### config.mk
export PLATFORM = sky130hd
export DESIGN_NAME = npcs_cell
export DESIGN_NICKNAME = d
export VERILOG_FILES = /design/src/hdl/npcs_pkg.sv /design/src/hdl/npcs_cell.sv
export SDC_FILE = /design/constraint.sdc
export NUM_CORES = 1
export LEC_CHECK = 0
export ABC_CLOCK_PERIOD_IN_PS = 7100
export BUFFER_PORTS_ARGS = -buffer_cell sky130_fd_sc_hd__buf_2
export CAP_MARGIN = 40
export CORE_UTILIZATION = 54
export CTS_CLUSTER_DIAMETER = 80
export DETAILED_ROUTE_END_ITERATION = 16
export PLACE_DENSITY = 0.81
export SETUP_SLACK_MARGIN = 0.02
export SYNTH_ARGS = -nofsm -noshare
export SYNTH_HDL_FRONTEND = slang
export SYNTH_SLANG_ARGS = --single-unit
### constraint.sdc
create_clock -name clk -period 7.1 [get_ports clk]
set_clock_uncertainty 0.2 [all_clocks]
set_input_delay 0.355 -clock clk [delete_from_list [all_inputs] [get_ports clk]]
set_output_delay 0.355 -clock clk [all_outputs]
set_load 0.02 [all_outputs]
### src/hdl/npcs_pkg.sv
// Package for the nearest palette color search: constants, item types and helpers.
package npcs_pkg;

  localparam int ENTRIES_DEFAULT = 256;

  localparam int COMP_W  = 8;
  localparam int INDEX_W = 8;
  localparam int PIXEL_W = 8;
  localparam int DIST_W  = 10;
  localparam int COUNT_W = 9;
  localparam int CFG_IDX_W  = 1;
  localparam int CFG_DATA_W = 10;

  localparam logic [DIST_W-1:0]  THRESHOLD_RESET = 10'd384;
  localparam logic [COUNT_W-1:0] COUNT_RESET     = 9'd256;

  // Input item modes
  localparam logic MODE_LOAD  = 1'b0;
  localparam logic MODE_QUERY = 1'b1;

  // Configuration register indexes
  localparam logic [CFG_IDX_W-1:0] REG_THRESHOLD      = 1'b0;
  localparam logic [CFG_IDX_W-1:0] REG_ENTRIES_IN_USE = 1'b1;

  // Palette write broadcast to every cell
  typedef struct packed {
    logic               en;
    logic [INDEX_W-1:0] index;
    logic [COMP_W-1:0]  red;
    logic [COMP_W-1:0]  green;
    logic [COMP_W-1:0]  blue;
    logic [PIXEL_W-1:0] pixel;
  } npcs_wr_t;

  // Search token handed from cell to cell
  typedef struct packed {
    logic               valid;
    logic               done;      // exact match taken, later cells pass through
    logic               hit;
    logic [COMP_W-1:0]  red;
    logic [COMP_W-1:0]  green;
    logic [COMP_W-1:0]  blue;
    logic [DIST_W-1:0]  best;      // starts at threshold
    logic [PIXEL_W-1:0] best_pix;
    logic [COUNT_W-1:0] count;
  } npcs_token_t;

  function automatic logic [COMP_W-1:0] absdiff(input logic [COMP_W-1:0] a,
                                                input logic [COMP_W-1:0] b);
    return (a > b) ? (a - b) : (b - a);
  endfunction

endpackage

### src/hdl/npcs_cell.sv
// One palette cell: holds an entry and folds it into the passing search token.
module npcs_cell import npcs_pkg::*; #(
  parameter int CELL_IDX = 0
) (
  input  logic        clk,
  input  logic        rst,
  input  logic        adv,
  input  npcs_wr_t    wr,
  input  npcs_token_t tok_in,
  output npcs_token_t tok_out
);

  logic [COMP_W-1:0]  red;
  logic [COMP_W-1:0]  green;
  logic [COMP_W-1:0]  blue;
  logic [PIXEL_W-1:0] pixel;

  npcs_token_t        tok;
  npcs_token_t        tok_next;
  logic [DIST_W-1:0]  gap;
  logic               active;

  always_ff @(posedge clk) begin
    if (wr.en && (int'(wr.index) == CELL_IDX)) begin
      red   <= wr.red;
      green <= wr.green;
      blue  <= wr.blue;
      pixel <= wr.pixel;
    end
  end

  assign gap = DIST_W'(absdiff(red, tok_in.red))
             + DIST_W'(absdiff(green, tok_in.green))
             + DIST_W'(absdiff(blue, tok_in.blue));

  assign active = tok_in.valid && !tok_in.done && (int'(tok_in.count) > CELL_IDX);

  always_comb begin
    tok_next = tok_in;
    if (active) begin
      if (gap == '0) begin
        tok_next.done     = 1'b1;
        tok_next.hit      = 1'b1;
        tok_next.best     = '0;
        tok_next.best_pix = pixel;
      end else if (gap < tok_in.best) begin
        tok_next.hit      = 1'b1;
        tok_next.best     = gap;
        tok_next.best_pix = pixel;
      end
    end
  end

  // Only the valid bit needs a reset; payload just follows it.
  always_ff @(posedge clk) begin
    if (rst) begin
      tok.valid <= 1'b0;
    end else if (adv) begin
      tok <= tok_next;
    end
  end

  assign tok_out = tok;

endmodule

==> flow_metrics.tcl <==
set metrics [dict create \
    postCtsSetupBuffers 0 \
    min_to "tok_out[27]$_DFFE_PP_" \
    wl_per_cell_um 15.3 \
    yosysTopAreaCellShare_pct 43.2 \
    die-area_um2 11400 \
    tns_ns 0 \
    hold_path.class "in2reg" \
    syn2layout_area_growth_pct 29.1 \
    grt_max_degree 54 \
    via_per_inst 5.43 \
    ios 152 \
    min_period_ns 6.57 \
    ff2ff_path_depth 24 \
    pre_cts_ws_ns 0.593 \
    row_count 37 \
    critPathArrivalTime_ns 6.51 \
    slowest_stage "dlygate4sd3_1" \
    vdd_drop_max_v 0.000124 \
    clk_pin_slew_worst_paths_ns 0.09 \
    syn_inst 537 \
    yosys-top-cells-area "edfxtp_1 43%, ha_1 13%, inv_1 5.5%" \
    ys_seq_area_share_pct 43.5 \
    setup_viol_count_final 0 \
    reg2reg_slack_ns 0.67 \
    maxCapViolations 0 \
    critical_path.endpoint_type "flip-flop" \
    p_per_area_nw_per_um2 229 \
    rr_endpoint "tok_out[25]$_DFFE_PP_" \
    slew_viol_final 0 \
    relSlewSlack_pct 51.6 \
    timing.rr.start "red[0]$_DFFE_PP_" \
    cts.htree.levels 3 \
    first_iter_violations 203 \
    netlist_area_um2 5910 \
    hp-start "tok_in[27]" \
    num_vias 4845 \
    grt_pass1_vias 4877 \
    worstMarginPinSlew_ns 0.724 \
    p_leak_nw 3.45 \
    gr-total-overflow 0 \
    place_congestion 0.860 \
    nets 925 \
    status "completed" \
    core_um2 10500 \
    cts_root_buffer "clkbuf_8" \
    worst-path-max-fanout 12 \
    hold_viol_final 0 \
    ant_nets 0 \
    layout-drive-gt1-share_pct 26.3 \
    num_antenna_cells 0 \
    yosysWarnings 0 \
    ys_types 55 \
    start_kind "input pin" \
    synth_area_leader_cell "edfxtp_1" \
    fin_ws_ns 0.526 \
    numPortBuffers 151 \
    floorplan.initialDensity_pct 56.5 \
    synthesis.nets 711 \
    grt_usage_pct 25.0 \
    worst_path_largest_cell_delay_ns 0.54 \
    dieHeight_um 107 \
    wirelength_um 13600 \
    rsz0062_at_grt "no" \
    syn_area_per_cell_um2 11.0 \
    worstSetupPathType "in2reg" \
    dp_hpwl_um 9770 \
    synth-seq-cells 86 \
    cts.sinks 86 \
    required_ns 7.03 \
    antenna_found_initial 0 \
    clock_path_buffers 2 \
    worstPathCellList "dlygate4sd3_1 -> buf_2 -> inv_1 -> ha_1 -> a21oi_1 -> a21oi_1 -> o31ai_2 -> mux2_2 -> a311o_1 -> a21oi_1 -> fa_1 -> inv_1 -> ha_1 -> a21oi_1 -> o211ai_1 -> o21ai_0 -> xnor2_1 -> ha_1 -> a21o_1 -> a21o_1 -> a21o_1 -> a21o_1 -> o31a_1 -> o221a_2" \
    insertion_delay_ns 0.38 \
    cts_made_buffers 9 \
    whs_path_depth 1 \
    fp.dieW_um 107 \
    route.detailed.drc 0 \
    synth_edf_count 85 \
    cts_tree "done" \
    async_flop_share_pct 0 \
    timing.fmax_mhz 152 \
    synth-main-ff-cell "edfxtp_1" \
    post-route-period-util_pct 92.6 \
    drt_pass1_iterations 4 \
    grt_pass1_wl_um 22200 \
]
cells in the mapped netlist, drive strengths merged, types with 2 or more instances:
library cell,n
a2111o,2
a211oi,6
a21o,11
a21oi,32
a221oi,2
a22oi,9
a311o,3
a31oi,2
and2,4
and3,4
buf,10
clkbuf,4
edfxtp,85
fa,15
ha,61
inv,86
mux2,12
mux2i,15
nand2,23
nand3,6
nand3b,2
nand4,6
nor2,20
nor2b,7
nor3,11
nor4,3
o2111ai,3
o211ai,20
o21a,4
o21ai,28
o21bai,2
o31ai,3
o41ai,2
or2,4
or4,2
xnor2,13
xor2,7
state kept, by name, indices dropped and copies added, names as in the netlist:
signal   count
red          8
blue         8
pixel        8
tok_out     54
green        8
kinds of logic (layout without fill, tap and decap cells):
group                    count (synthesis)  after routing  synth area share, %
AND/OR/NAND/NOR                         97             97                 8.30
buffers and inverters                  100            319                 7.07
XOR/XNOR                                20             20                 2.96
flip-flops                              86             86                 43.5
multiplexers                            27             27                 4.89
adder cells (fa/ha/maj)                 76             76                 18.0
AO/OA/AOI/OAI                          131            131                 15.2
report_power, final:
group / switching [mW] / leakage, nW / internal [mW]
Clock: 0.185 / 0.106 / 0.199
Combinational: 0.444 / 2.55 / 0.306
Sequential: 0.00729 / 0.793 / 0.604
stage by stage:
stage / util [%] / instances / power (mW) / instance area (µm²) / hold slack (ns)
3_3_place_gp: 64.9 / 815 / 1.29 / 6790 / 0.269
6_report: 72.9 / 892 / 1.74 / 7630 / 0.0173
4_1_cts: 72.9 / 892 / 1.74 / 7620 / 0.00273
5_1_grt: 72.9 / 892 / 1.85 / 7630 / 0.0197
2_1_floorplan: - / 537 / 1.17 / 5910 / 0.227
3_5_place_dp: 64.9 / 815 / 1.33 / 6790 / 0.301
area by class of cell:
type | instances | area [µm²]
Inverter | 86 | 323
Multi-Input combinational cell | 351 | 2940
Sequential cell | 86 | 2570
Fill cell | 754 | 2840
Tap cell | 136 | 170
Clock buffer | 9 | 124
Clock inverter | 7 | 97.6
Timing Repair Buffer | 217 | 1400
repair_timing:
item                                    CTS  global route
endpoints found under the setup margin    0            10
hold buffers                             61             0
resized for setup                         0             1
endpoints found under the hold margin    61             0
layer usage:
| metal | up-vias | GRT usage, % | wire (µm) |
|---|---|---|---|
| met4 | 0 | 9.98 | 269 |
| met3 | 23 | 2.98 | 682 |
| met5 | - | 0 | 0 |
| li1 | 2356 | - | - |
| met2 | 189 | 45.3 | 6910 |
| met1 | 2277 | 30.1 | 5780 |
how the worst max path moves through the flow:
| stage | startpoint | cells after the start | to | slack (ns) |
|---|---|---|---|---|
| floorplan | red[0]$_DFFE_PP_ | 26 | tok_out[17]$_DFFE_PP_ | 1.36 |
| global placement | tok_in[43] | 24 | tok_out[51]$_DFFE_PP_ | 0.94 |
| detailed placement | tok_in[43] | 24 | tok_out[17]$_DFFE_PP_ | 0.59 |
| CTS | tok_in[43] | 25 | tok_out[17]$_DFFE_PP_ | 0.43 |
| global route | tok_in[46] | 24 | tok_out[51]$_DFFE_PP_ | 0.09 |
| finish | tok_in[46] | 24 | tok_out[25]$_DFFE_PP_ | 0.53 |
cell usage in the layout, fill, tap and decap left out, types with 5 or more instances in the layout:
master / instances
a21oi_1: 31
a211oi_1: 6
ha_1: 61
nand4_1: 6
edfxtp_1: 85
xnor2_1: 13
buf_2: 151
mux2_2: 11
clkbuf_8: 9
nor3_1: 11
xor2_1: 7
o21ai_0: 27
nor2_1: 20
a22oi_1: 9
mux2i_1: 15
nand3_1: 6
fa_1: 15
dlygate4sd3_1: 61
buf_4: 5
a21o_1: 11
o211ai_1: 20
nand2_1: 23
nor2b_1: 6
inv_1: 86
critical path: cells and delay by family:
family | cells | cell delay [ns]
muxes | 1 | 0.43
buffers and inverters | 4 | 0.78
adders and majority gates | 4 | 1.44
xor gates and xnor gates | 1 | 0.21
AOI/OAI and AO/OA | 14 | 3.27
Power figures use the tool's default switching activity.
